**src/design/pfe_pkg.sv**
```systemverilog
// ----------------------------------------------------------------------------
// pfe_pkg
// Shared types and constants of the protobuf field encoder: the command
// that travels from the front end through the queue to the byte emitter.
// ----------------------------------------------------------------------------
`default_nettype none

package pfe_pkg;

	localparam int unsigned FNUM_W = 32;
	localparam int unsigned WT_W   = 3;
	localparam int unsigned TAG_W  = FNUM_W + WT_W;
	localparam int unsigned VAL_W  = 64;
	localparam int unsigned BYTE_W = 8;
	localparam int unsigned GRP_W  = 7;
	localparam int unsigned CNT_W  = 4;

	// Actions of an input item.
	localparam logic [1:0] ACT_FIELD   = 2'd0;
	localparam logic [1:0] ACT_TAG     = 2'd1;
	localparam logic [1:0] ACT_VALUE   = 2'd2;
	localparam logic [1:0] ACT_PAYLOAD = 2'd3;

	// Wire types.
	localparam logic [WT_W-1:0] WT_VARINT  = 3'd0;
	localparam logic [WT_W-1:0] WT_FIXED64 = 3'd1;
	localparam logic [WT_W-1:0] WT_LENGTH  = 3'd2;
	localparam logic [WT_W-1:0] WT_FIXED32 = 3'd5;

	// Byte counts of the little-endian encodings.
	localparam logic [CNT_W-1:0] LE8_BYTES = 4'd8;
	localparam logic [CNT_W-1:0] LE4_BYTES = 4'd4;

	// Status codes.
	localparam logic STATUS_OK  = 1'b0;
	localparam logic STATUS_ERR = 1'b1;

	// How the value part of a command is emitted.
	typedef enum logic [2:0] {
		VM_NONE,
		VM_VARINT,
		VM_LE8,
		VM_LE4,
		VM_BYTE,
		VM_ERROR
	} vmode_t;

	// Emitter phase.
	typedef enum logic [1:0] {
		PH_IDLE,
		PH_TAG,
		PH_VAL
	} phase_t;

	typedef struct packed {
		logic             has_tag;
		logic [TAG_W-1:0] tag;
		vmode_t           mode;
		logic [VAL_W-1:0] value;
	} pfe_cmd_t;

endpackage

`default_nettype wire

```
**src/design/pfe_front.sv**
```systemverilog
// ----------------------------------------------------------------------------
// pfe_front
// Accepts input items, validates the tag, applies zero omission and turns
// each item into an emitter command. Items that give no bytes are dropped.
// ----------------------------------------------------------------------------
`default_nettype none

module pfe_front (
	input  wire logic                         in_valid,
	output logic                              in_ready,
	input  wire logic [1:0]                   action,
	input  wire logic [pfe_pkg::FNUM_W-1:0]   field_num,
	input  wire logic [pfe_pkg::WT_W-1:0]     wtype,
	input  wire logic [pfe_pkg::VAL_W-1:0]    value,
	input  wire logic [pfe_pkg::BYTE_W-1:0]   payload_byte,
	input  wire logic                         q_full,
	output logic                              push,
	output pfe_pkg::pfe_cmd_t                 cmd
);
	import pfe_pkg::*;

	logic             tag_ok;
	logic             val_zero;
	logic             drop;

	assign in_ready = !q_full;

	always_comb begin
		tag_ok = (field_num != '0) &&
			((wtype == WT_VARINT) || (wtype == WT_FIXED64) ||
			 (wtype == WT_LENGTH) || (wtype == WT_FIXED32));
		// Fixed32 looks at the low word only.
		if (wtype == WT_FIXED32) begin
			val_zero = (value[31:0] == '0);
		end else begin
			val_zero = (value == '0);
		end
	end

	always_comb begin
		drop        = 1'b0;
		cmd.has_tag = 1'b0;
		cmd.tag     = {field_num, wtype};
		cmd.mode    = VM_NONE;
		cmd.value   = value;
		case (action)
			ACT_FIELD: begin
				if (val_zero) begin
					drop = 1'b1;
				end else if (!tag_ok) begin
					cmd.mode = VM_ERROR;
				end else begin
					cmd.has_tag = 1'b1;
					case (wtype)
						WT_FIXED64: cmd.mode = VM_LE8;
						WT_FIXED32: cmd.mode = VM_LE4;
						default:    cmd.mode = VM_VARINT;
					endcase
				end
			end
			ACT_TAG: begin
				if (!tag_ok) begin
					cmd.mode = VM_ERROR;
				end else begin
					cmd.has_tag = 1'b1;
				end
			end
			ACT_VALUE: begin
				cmd.mode = VM_VARINT;
			end
			default: begin
				cmd.mode  = VM_BYTE;
				cmd.value = {{(VAL_W-BYTE_W){1'b0}}, payload_byte};
			end
		endcase
	end

	assign push = in_valid && in_ready && !drop;

endmodule

`default_nettype wire

```
**src/design/pfe_queue.sv**
```systemverilog
// ----------------------------------------------------------------------------
// pfe_queue
// Small command queue between the front end and the byte emitter.
// ----------------------------------------------------------------------------
`default_nettype none

module pfe_queue #(
	parameter int unsigned DEPTH = 2
) (
	input  wire logic              clk,
	input  wire logic              arst_n,
	input  wire logic              push,
	input  pfe_pkg::pfe_cmd_t      push_data,
	output logic                   full,
	input  wire logic              pop,
	output logic                   pop_valid,
	output pfe_pkg::pfe_cmd_t      pop_data
);
	import pfe_pkg::*;

	localparam int unsigned PTR_W = (DEPTH > 1) ? $clog2(DEPTH) : 1;
	localparam int unsigned CNT_W = $clog2(DEPTH + 1);

	pfe_cmd_t               mem_q [DEPTH];
	logic     [PTR_W-1:0]   wr_ptr_q;
	logic     [PTR_W-1:0]   rd_ptr_q;
	logic     [CNT_W-1:0]   count_q;
	logic                   do_pop;

	assign full      = (count_q == CNT_W'(DEPTH));
	assign pop_valid = (count_q != '0);
	assign pop_data  = mem_q[rd_ptr_q];
	assign do_pop    = pop && pop_valid;

	always_ff @(posedge clk) begin
		if (push && !full) begin
			mem_q[wr_ptr_q] <= push_data;
		end
	end

	always_ff @(posedge clk or negedge arst_n) begin
		if (!arst_n) begin
			wr_ptr_q <= '0;
			rd_ptr_q <= '0;
			count_q  <= '0;
		end else begin
			if (push && !full) begin
				wr_ptr_q <= (wr_ptr_q == PTR_W'(DEPTH - 1)) ? '0 : wr_ptr_q + 1'b1;
			end
			if (do_pop) begin
				rd_ptr_q <= (rd_ptr_q == PTR_W'(DEPTH - 1)) ? '0 : rd_ptr_q + 1'b1;
			end
			if ((push && !full) && !do_pop) begin
				count_q <= count_q + 1'b1;
			end else if (!(push && !full) && do_pop) begin
				count_q <= count_q - 1'b1;
			end
		end
	end

	a_count_bound: assert property (@(posedge clk) disable iff (!arst_n)
		count_q <= CNT_W'(DEPTH))
		else $error("queue count exceeds depth");

	a_no_push_full: assert property (@(posedge clk) disable iff (!arst_n)
		full && !do_pop |=> $stable(wr_ptr_q))
		else $error("write pointer moved while queue full");

endmodule

`default_nettype wire

```
**src/design/pfe_back.sv**
```systemverilog
// ----------------------------------------------------------------------------
// pfe_back
// Byte emitter: serializes one command into wire bytes, one per cycle
// while the output is not stalled, through a registered output stage.
// ----------------------------------------------------------------------------
`default_nettype none

module pfe_back (
	input  wire logic                        clk,
	input  wire logic                        arst_n,
	input  wire logic                        cmd_valid,
	input  pfe_pkg::pfe_cmd_t                cmd,
	output logic                             cmd_pop,
	output logic                             out_valid,
	input  wire logic                        out_ready,
	output logic [pfe_pkg::BYTE_W-1:0]       out_byte,
	output logic                             last,
	output logic                             status
);
	import pfe_pkg::*;

	phase_t              phase_q;
	phase_t              phase_d;
	logic [TAG_W-1:0]    tag_q;
	logic [VAL_W-1:0]    val_q;
	vmode_t              mode_q;
	logic [CNT_W-1:0]    cnt_q;

	logic                out_valid_q;
	logic [BYTE_W-1:0]   out_byte_q;
	logic                last_q;
	logic                status_q;

	logic                emit;
	logic [BYTE_W-1:0]   em_byte;
	logic                em_status;
	logic                tag_more;
	logic                val_more;
	logic                item_last;

	assign emit     = (phase_q != PH_IDLE) && (!out_valid_q || out_ready);
	assign tag_more = (tag_q[TAG_W-1:GRP_W] != '0);
	assign val_more = (val_q[VAL_W-1:GRP_W] != '0);

	// Byte of the current step and whether it closes the item.
	always_comb begin
		em_byte   = '0;
		em_status = STATUS_OK;
		item_last = 1'b0;
		case (phase_q)
			PH_TAG: begin
				em_byte   = {tag_more, tag_q[GRP_W-1:0]};
				item_last = !tag_more && (mode_q == VM_NONE);
			end
			PH_VAL: begin
				case (mode_q)
					VM_VARINT: begin
						em_byte   = {val_more, val_q[GRP_W-1:0]};
						item_last = !val_more;
					end
					VM_LE8, VM_LE4: begin
						em_byte   = val_q[BYTE_W-1:0];
						item_last = (cnt_q == CNT_W'(1));
					end
					VM_BYTE: begin
						em_byte   = val_q[BYTE_W-1:0];
						item_last = 1'b1;
					end
					VM_ERROR: begin
						em_status = STATUS_ERR;
						item_last = 1'b1;
					end
					default: begin
						item_last = 1'b1;
					end
				endcase
			end
			default: begin
				item_last = 1'b0;
			end
		endcase
	end

	assign cmd_pop = cmd_valid && ((phase_q == PH_IDLE) || (emit && item_last));

	// Next phase.
	always_comb begin
		phase_d = phase_q;
		if (cmd_pop) begin
			phase_d = cmd.has_tag ? PH_TAG : PH_VAL;
		end else if (emit && item_last) begin
			phase_d = PH_IDLE;
		end else if (emit && (phase_q == PH_TAG) && !tag_more) begin
			phase_d = PH_VAL;
		end
	end

	always_ff @(posedge clk or negedge arst_n) begin
		if (!arst_n) begin
			phase_q     <= PH_IDLE;
			out_valid_q <= 1'b0;
		end else begin
			phase_q <= phase_d;
			if (emit) begin
				out_valid_q <= 1'b1;
			end else if (out_ready) begin
				out_valid_q <= 1'b0;
			end
		end
	end

	always_ff @(posedge clk) begin
		if (cmd_pop) begin
			tag_q  <= cmd.tag;
			val_q  <= cmd.value;
			mode_q <= cmd.mode;
			cnt_q  <= (cmd.mode == VM_LE8) ? LE8_BYTES : LE4_BYTES;
		end else if (emit) begin
			if (phase_q == PH_TAG) begin
				tag_q <= tag_q >> GRP_W;
			end else if (mode_q == VM_VARINT) begin
				val_q <= val_q >> GRP_W;
			end else begin
				val_q <= val_q >> BYTE_W;
				cnt_q <= cnt_q - 1'b1;
			end
		end
		if (emit) begin
			out_byte_q <= em_byte;
			last_q     <= item_last;
			status_q   <= em_status;
		end
	end

	assign out_valid = out_valid_q;
	assign out_byte  = out_byte_q;
	assign last      = last_q;
	assign status    = status_q;

	a_le_count: assert property (@(posedge clk) disable iff (!arst_n)
		(phase_q == PH_VAL) && ((mode_q == VM_LE8) || (mode_q == VM_LE4)) |-> cnt_q != '0)
		else $error("little-endian byte count ran out");

endmodule

`default_nettype wire

```
**src/design/protobuf_field_encoder.sv**
```systemverilog
// ----------------------------------------------------------------------------
// protobuf_field_encoder
// Protobuf wire-format field encoder: tags, varints, fixed values and raw
// payload bytes, emitted one wire byte per output transfer.
// ----------------------------------------------------------------------------
//
//   Channel | Handshake             | Payload
//   --------+-----------------------+----------------------------------------------
//   input   | in_valid / in_ready   | action, field_num, wtype, value, payload_byte
//   output  | out_valid / out_ready | out_byte, last, status
//
// The emitter produces one byte per cycle while the output is not
// stalled; an item has 1 to 15 bytes. Items that give no bytes
// (omitted zero fields) take only their input transfer.
// An item reaches the output through the queue and the emitter registers
// when the emitter is free; the front end keeps taking items into the
// command queue while the output is stalled, until the queue is full.
// Reset is asynchronous and clears the queue, the emitter phase and the
// output valid flag.
// ----------------------------------------------------------------------------
`default_nettype none

module protobuf_field_encoder #(
	parameter int unsigned QUEUE_DEPTH = 2
) (
	input  wire logic                        clk,
	input  wire logic                        arst_n,
	input  wire logic                        in_valid,
	output logic                             in_ready,
	input  wire logic [1:0]                  action,
	input  wire logic [pfe_pkg::FNUM_W-1:0]  field_num,
	input  wire logic [pfe_pkg::WT_W-1:0]    wtype,
	input  wire logic [pfe_pkg::VAL_W-1:0]   value,
	input  wire logic [pfe_pkg::BYTE_W-1:0]  payload_byte,
	output logic                             out_valid,
	input  wire logic                        out_ready,
	output logic [pfe_pkg::BYTE_W-1:0]       out_byte,
	output logic                             last,
	output logic                             status
);
	import pfe_pkg::*;

	// Front end to queue.
	logic      push;
	pfe_cmd_t  push_cmd;
	logic      q_full;

	// Queue to emitter.
	logic      q_valid;
	pfe_cmd_t  q_cmd;
	logic      q_pop;

	// The front end validates and classifies each item in the cycle of its
	// transfer; only items that produce bytes take a queue slot.
	pfe_front u_front (
		.in_valid     (in_valid),
		.in_ready     (in_ready),
		.action       (action),
		.field_num    (field_num),
		.wtype        (wtype),
		.value        (value),
		.payload_byte (payload_byte),
		.q_full       (q_full),
		.push         (push),
		.cmd          (push_cmd)
	);

	// The queue decouples input transfers from output stalls.
	pfe_queue #(
		.DEPTH (QUEUE_DEPTH)
	) u_queue (
		.clk       (clk),
		.arst_n    (arst_n),
		.push      (push),
		.push_data (push_cmd),
		.full      (q_full),
		.pop       (q_pop),
		.pop_valid (q_valid),
		.pop_data  (q_cmd)
	);

	// The emitter loads the next command in the same cycle that it sends
	// the final byte of the current one, so bytes flow without gaps.
	pfe_back u_back (
		.clk       (clk),
		.arst_n    (arst_n),
		.cmd_valid (q_valid),
		.cmd       (q_cmd),
		.cmd_pop   (q_pop),
		.out_valid (out_valid),
		.out_ready (out_ready),
		.out_byte  (out_byte),
		.last      (last),
		.status    (status)
	);

	// An error result is always a lone zero byte that closes its item.
	a_err_shape: assert property (@(posedge clk) disable iff (!arst_n)
		out_valid && (status == STATUS_ERR) |-> last && (out_byte == '0))
		else $error("error result is not a final zero byte");

endmodule

`default_nettype wire
```
**config.mk**
```make
export PLATFORM = sky130hd
export DESIGN_NAME = protobuf_field_encoder
export DESIGN_NICKNAME = d
export VERILOG_FILES = /design/src/design/pfe_pkg.sv /design/src/design/pfe_front.sv /design/src/design/pfe_queue.sv /design/src/design/pfe_back.sv /design/src/design/protobuf_field_encoder.sv
export SDC_FILE = /design/constraint.sdc
export NUM_CORES = 1
export LEC_CHECK = 0
export BUFFER_PORTS_ARGS = -buffer_cell sky130_fd_sc_hd__buf_2
export CAP_MARGIN = 20
export CORE_ASPECT_RATIO = 1.1
export CORE_MARGIN = 5
export CORE_UTILIZATION = 30
export CTS_BUF_LIST = sky130_fd_sc_hd__clkbuf_8
export DETAILED_ROUTE_END_ITERATION = 6
export GPL_ROUTABILITY_DRIVEN = 1
export HOLD_SLACK_MARGIN = 0.02
export SLEW_MARGIN = 20
export SYNTH_ARGS = -nofsm -noshare
export SYNTH_HDL_FRONTEND = slang
export SYNTH_SLANG_ARGS = --single-unit
```
**constraint.sdc**
```tcl
create_clock -name clk -period 9.7 [get_ports clk]
set_input_delay 0.97 -clock clk [delete_from_list [all_inputs] [get_ports clk]]
set_output_delay 0.97 -clock clk [all_outputs]
set_load 0.01 [all_outputs]
```
==> results of run 1 <==
-- cell families (layout without fill, tap and decap cells) --
logic type      Yosys count  count (layout)  share of synthesized area (%)
buf+inv                  49             233                          1.841
fa+ha+maj                 6               6                         0.5311
compound gates           32              32                          1.540
mux                     254             254                          18.60
flops                   329             329                          69.65
other cells               0               3                              0
xor+xnor                  8               8                         0.4957
simple gates            180             180                          7.347
-- power breakdown --
| part | switching (µW) | internal [µW] | total [µW] |
|---|---|---|---|
| clock network | 521 | 586 | 1110 |
| registers | 293 | 2340 | 2630 |
| logic | 986 | 728 | 1710 |
-- area by class of cell --
type | count | area, µm²
diodes | 3 | 7.507
clock buffers | 53 | 729.5
well taps | 595 | 744.5
repair buffers | 135 | 723.2
multi-input cells | 480 | 4066
flip-flops and latches | 329 | 9848
fillers | 4415 | 30240
clock inverters | 37 | 236.5
inverters | 8 | 30.03
-- how the worst min path moves through the flow --
stage / end / slack, ns / cells after the start
detailed placement: u_queue.count_q[1] / 0.52 / 1
floorplan: u_queue.wr_ptr_q / 0.46 / 1
global placement: u_queue.count_q[1] / 0.50 / 1
global route: u_queue.rd_ptr_q / 0.21 / 1
CTS: u_queue.rd_ptr_q / 0.19 / 1
finish: u_back.out_valid / 0.24 / 1
-- through the flow --
| stage | hold WS [ns] | cell area (µm²) | cells | worst slack, ns |
|---|---|---|---|---|
| after floorplan | 0.4555 | 14130 | 858 | 2.713 |
| after global placement | 0.4977 | 15380 | 1546 | 5.464 |
| after detailed placement | 0.5209 | 15380 | 1546 | 5.395 |
| after CTS | 0.1940 | 16350 | 1636 | 5.712 |
| after global routing | 0.2057 | 16390 | 1640 | 5.524 |
| final | 0.2392 | 16390 | 1640 | 5.754 |
-- Yosys cell counts (2+ instances only) --
library cell / n
and2_1: 59
a21boi_0: 2
xor2_1: 4
dfrtp_1: 7
ha_1: 6
nor2_1: 25
nand3_1: 3
inv_1: 7
xnor2_1: 4
nor3b_1: 4
mux2_2: 68
nand4_1: 10
a22oi_1: 8
buf_4: 5
edfxtp_1: 322
buf_6: 2
buf_2: 3
nor3_1: 6
a31oi_1: 2
nor4_1: 45
buf_8: 2
nor2b_1: 9
o21a_1: 2
nand2_1: 11
o31ai_1: 2
o22ai_1: 2
o21ai_0: 8
clkbuf_1: 27
mux2i_1: 185
nand2b_1: 5
-- worst register-to-register path: cells and delay by family (launching register included) --
| kind | cells | cell delay (ns) |
|---|---|---|
| multiplexers | 1 | 0.32 |
| AND/OR/NAND/NOR | 5 | 1.69 |
| buffers and inverters | 2 | 1.24 |
| flip-flops | 1 | 0.42 |
-- routing by layer --
| layer | routed length [µm] | up-vias |
|---|---|---|
| li1 | - | 3645 |
| met1 | 13790 | 3690 |
| met2 | 14600 | 158 |
| met3 | 1176 | 48 |
| met4 | 636 | 0 |
| met5 | 0 | - |
-- state kept, by name (all words and copies together) (netlist names) --
register and count:
u_queue.mem_q 206, u_back.status 1, u_back.out_byte 8, u_back.last 1, u_queue.count_q 2, u_back.phase_q 2, u_queue.wr_ptr_q 1, u_back.out_valid 1
u_back.val_q 64, u_queue.rd_ptr_q 1, u_back.mode_q 3, u_back.tag_q 35, u_back.cnt_q 4
==> out/results.tsv, run 1 <==
metric	value	unit
status	finished clean	
Relative slew margins	29.21	%
setup TNS	0	ns
worst reg2reg startpoint	u_back.val_q[59]	
average cell area after synthesis	16.47	µm²
Port-buffer cells	124	
Top FF cell, synth	edfxtp_1	
GRT overflow	0	
Leak	0.005989	µW
Max Cap Violations	0	
CP Launch Point	u_back.val_q[59]	
RSZ-0062 raised after global routing	no	
CTS Buffer Depth	3	
Final Cycle Share	40.68	%
Mapped Area	0.01413	mm²
Crit path max-delay family	simple AND/OR/NAND/NOR gates	
clock root buffer	clkbuf_8	
Final HPWL DP	20280	µm
worst reg2reg path depth	8	
largest net degree at the start of global routing	69	
fin crit period	3.946	ns
routed len/inst	18.41	µm
GP Congestion	0.7506	
sequential fraction of the synthesis area	69.65	%
syn_nets	977	
worst hold path type	input pin to async pin	
critical path depth	8	
Die Span X	217.0	µm
reg2reg setup slack	5.75	ns
CTS Buf Count	52	
Die H	237.7	µm
vias per cell	4.598	
Mapped Cells	858	
Fmax	0.2534	GHz
initial antenna violation count	3	
area grow syn2layout	15.92	%
critical path cell sequence	nor4_1 -> nand4_1 -> nor4_1 -> nor3_1 -> nor3_2 -> buf_4 -> buf_4 -> mux2i_1	
number of synthesized flops with an enable pin	322	
Critical Path End	u_back.val_q[1]	
flops & latches, synth	329	
initial drt markers	354	
CP max FO	62	
largest cells by area after synthesis	edfxtp_1, mux2i_1, mux2_2	
busiest grt layer	met2	
Ports	125	
critical path required time	9.97	ns
Std-Cell Rows	83	
synth unique cells	43	
clock insertion delay at the later pin of the skew report	0.57	ns
top-area cell type share of the netlist area	68.41	%
total wire length	30200	µm
Starting Density	30.31	%
Hold Violations, Final	0	
first-pass GRT wire length	46310	µm
Worst R2R End	u_back.val_q[1]	
CP arrival	4.22	ns
Routed Antenna Nets	0	
VDD IR max	0.1455	mV
commonest non-fill, non-tap cell in the layout	edfxtp_1	
share of cells above drive strength 1	26.58	%
CTS clock-pin slew for the worst setup and hold paths	0.06	ns
Setup Skew	0.02551	ns
met3 track demand over resource	2.089	%
Post-CTS Resized	0	
number of setup buffers added after CTS	0	
CP Launch Type	flop	
CTS sink count	329	
Slew @ Worst Pin	1.062	ns
crit path buf inv count	2	
CTS tree	built	
CTS H-Tree Depth	2	
leading area contributor after synthesis	edfxtp_1	
Critical-path top delay cell	buf_4	
total global-route track usage	11.45	%
CP max stage delay	0.84	ns
Pre-antenna DRT Iters	4	
met2 Usage GRT	18.83	%
final setup violation count	0	
# DRC	0	
crit end category	flop	
Total Power	5456	µW
core box area	0.04663	mm²
ys async rst share	2.128	%
pins over their slew limit	0	
hold buffers post-CTS	0	
vias in the first global route	8001	
most frequent cells in the layout	edfxtp_1, mux2i_1, buf_2	
via count	7541	
Layout Nets	1125	
final core utilization	35.14	%
Synth Warn #	0	
pwr/cell area	333.0	mW/mm²
met1 usage	15.35	%
WS Path Type	flop to flop	
full die area	0.05156	mm²
Note: power is estimated with default switching activity, not from simulation.
==> inputs of run 2 (changes only) <==
==> constraint.sdc (replaced) <==
create_clock -name clk -period 3.6 [get_ports clk]
set_input_delay 0.36 -clock clk [delete_from_list [all_inputs] [get_ports clk]]
set_output_delay 0.36 -clock clk [all_outputs]
set_load 0.01 [all_outputs]
==> out/results.tsv, run 2 (same netlist as run 1, synthesis figures left out) <==
metric	value	unit	change
vias in the first global route	8346		was 8001
fin crit period	3.353	ns	was 3.946 ns
initial antenna violation count	2		was 3
first-pass GRT wire length	47710	µm	was 46310 µm
Starting Density	30.31	%	unchanged
critical path cell sequence	nor4_1 -> nand4b_1 -> o31ai_1 -> a31oi_1 -> nor3_2 -> buf_12 -> mux2_2		was nor4_1 -> nand4_1 -> nor4_1 -> nor3_1 -> nor3_2 -> buf_4 -> buf_4 -> mux2i_1
Critical-path top delay cell	nor4_1		was buf_4
GP Congestion	0.7563		was 0.7506
CTS sink count	329		unchanged
VDD IR max	0.7355	mV	was 0.1455 mV
Post-CTS Resized	0		unchanged
Layout Nets	1168		was 1125
via count	7786		was 7541
hold_sp	value[42]		
# DRC	0		unchanged
initial drt markers	460		was 354
GRT overflow	0		unchanged
setup TNS	0	ns	unchanged
Fmax	0.2982	GHz	was 0.2534 GHz
fin area	0.01688	mm²	was 0.01639 mm²
dpl cells	1554		was 1546
worst reg2reg startpoint	u_back.tag_q[30]		was u_back.val_q[59]
Port-buffer cells	124		unchanged
Pre-antenna DRT Iters	4		unchanged
Crit path max-delay family	simple AND/OR/NAND/NOR gates		unchanged
Die H	237.7	µm	unchanged
WS Path Type	flop to flop		unchanged
Slew @ Worst Pin	0.8294	ns	was 1.062 ns
most frequent cells in the layout	edfxtp_1, mux2i_1, buf_2		unchanged
max FFs per register	206		unchanged
CTS tree	built		unchanged
final std cells w/o fill	1685		was 1640
Die Span X	217.0	µm	unchanged
CTS H-Tree Depth	2		unchanged
Hold Violations, Final	0		unchanged
number of setup buffers added after CTS	0		unchanged
worst hold path type	input pin to flop		was input pin to async pin
Setup Skew	0.03733	ns	was 0.02551 ns
Relative slew margins	44.49	%	was 29.21%
CP max stage delay	0.62	ns	was 0.84 ns
critical path required time	3.91	ns	was 9.97 ns
Ports	125		unchanged
vias per cell	4.621		was 4.598
CP Launch Type	flop		unchanged
clock insertion delay at the later pin of the skew report	0.59	ns	was 0.57 ns
Final Cycle Share	93.14	%	was 40.68%
Routed Antenna Nets	0		unchanged
share of cells above drive strength 1	26.38	%	was 26.58%
largest net degree at the start of global routing	91		was 69
clock root buffer	clkbuf_8		unchanged
full die area	0.05156	mm²	unchanged
total global-route track usage	11.73	%	was 11.45%
final setup violation count	0		unchanged
crit path buf inv count	1		was 2
CP max FO	90		was 62
Leak	0.006200	µW	was 0.005989 µW
Post-DP Area	0.01554	mm²	was 0.01538 mm²
CTS clock-pin slew for the worst setup and hold paths	0.06	ns	about the same
Final HPWL DP	21040	µm	was 20280 µm
Most flops, register	u_queue.mem_q		unchanged
Std-Cell Rows	83		unchanged
area grow syn2layout	19.39	%	was 15.92%
Max Cap Violations	0		unchanged
Total Power	14890	µW	was 5456 µW
CTS Buffer Depth	3		unchanged
routed len/inst	18.32	µm	was 18.41 µm
pwr/cell area	882.1	mW/mm²	was 333.0 mW/mm²
CP Launch Point	u_back.tag_q[30]		was u_back.val_q[59]
CP arrival	3.66	ns	was 4.22 ns
crit end category	flop		unchanged
pins over their slew limit	0		unchanged
core box area	0.04663	mm²	unchanged
largest registers	u_queue.mem_q: 206 flops, u_back.val_q: 64 flops, u_back.tag_q: 35 flops		unchanged
status	finished clean		unchanged
commonest non-fill, non-tap cell in the layout	edfxtp_1		unchanged
RSZ-0062 raised after global routing	no		unchanged
total wire length	30870	µm	was 30200 µm
CTS Buf Count	52		unchanged
## run 2: cell types whose count changed in the layout (fill, tap and decap cells not counted), moves of 3 or more
| cell | previous run | this run |
|---|---|---|
| dlygate4sd3_1 | 0 | 36 |
| inv_1 | 20 | 16 |
| clkinv_1 | 13 | 16 |
| clkinv_2 | 5 | 10 |
| buf_12 | 0 | 8 |
## run 2: worst reg2reg max path, stage by stage (launching register included)
cell and delay [ns]:
edfxtp_1 0.40, nor4_1 0.62, nand4b_1 0.22, o31ai_1 0.32, a31oi_1 0.18, nor3_2 0.35
buf_12 0.43, mux2_2 0.59
## run 2: timing repair
action	CTS	global route
setup endpoints to repair	0	0
hold endpoints to repair	77	0
hold buffers	36	0
## run 2: report_power, final
group / internal (µW) / total [µW] / switching [µW]
sequential: 6290 / 7030 / 745
combinational: 2160 / 4910 / 2750
clock: 1540 / 2950 / 1410
total: 9980 / 14900 / 4910
## run 2: layout make-up
class,instances,area (µm²)
tap,595,744.5
clock inverter,39,220.2
clock buffer,54,743.2
inverter,8,30.03
antenna,2,5.005
timing repair buffer,178,1216
sequential,329,9848
multi-input combinational,480,4069
fill,4390,29750
## run 2: per-stage QoR
stage / util, % / setup slack [ns] / hold WS (ns)
2_1_floorplan: - / 0.01814 / 0.06441
3_3_place_gp: 33.33 / 0.3644 / 0.2083
3_5_place_dp: 33.33 / 0.3410 / 0.2075
4_1_cts: 36.17 / 0.2868 / 0.04754
5_1_grt: 36.19 / 0.1285 / 0.06754
6_report: 36.19 / 0.2469 / 0.1030
## run 2: worst paths after layout
check                      slack [ns]              endpoint  cells past startpoint
max in group asynchronous        3.21      u_queue.rd_ptr_q                      2
setup reg to reg                 0.25      u_back.tag_q[24]                      7
hold / removal                   0.10  u_queue.mem_q[0][42]                      2
min in group asynchronous        0.21      u_queue.wr_ptr_q                      2
hold reg to reg                  0.52    u_queue.count_q[1]                      1
setup / recovery                 0.25      u_back.tag_q[24]                      7
## run 2: layer usage
metal	track usage, %	up-vias	share of wire, %
li1	-	3740	-
met1	15.26	3837	45
met2	19.83	161	49
met3	2.165	48	3.8
met4	3.984	0	2.4
met5	0	-	0
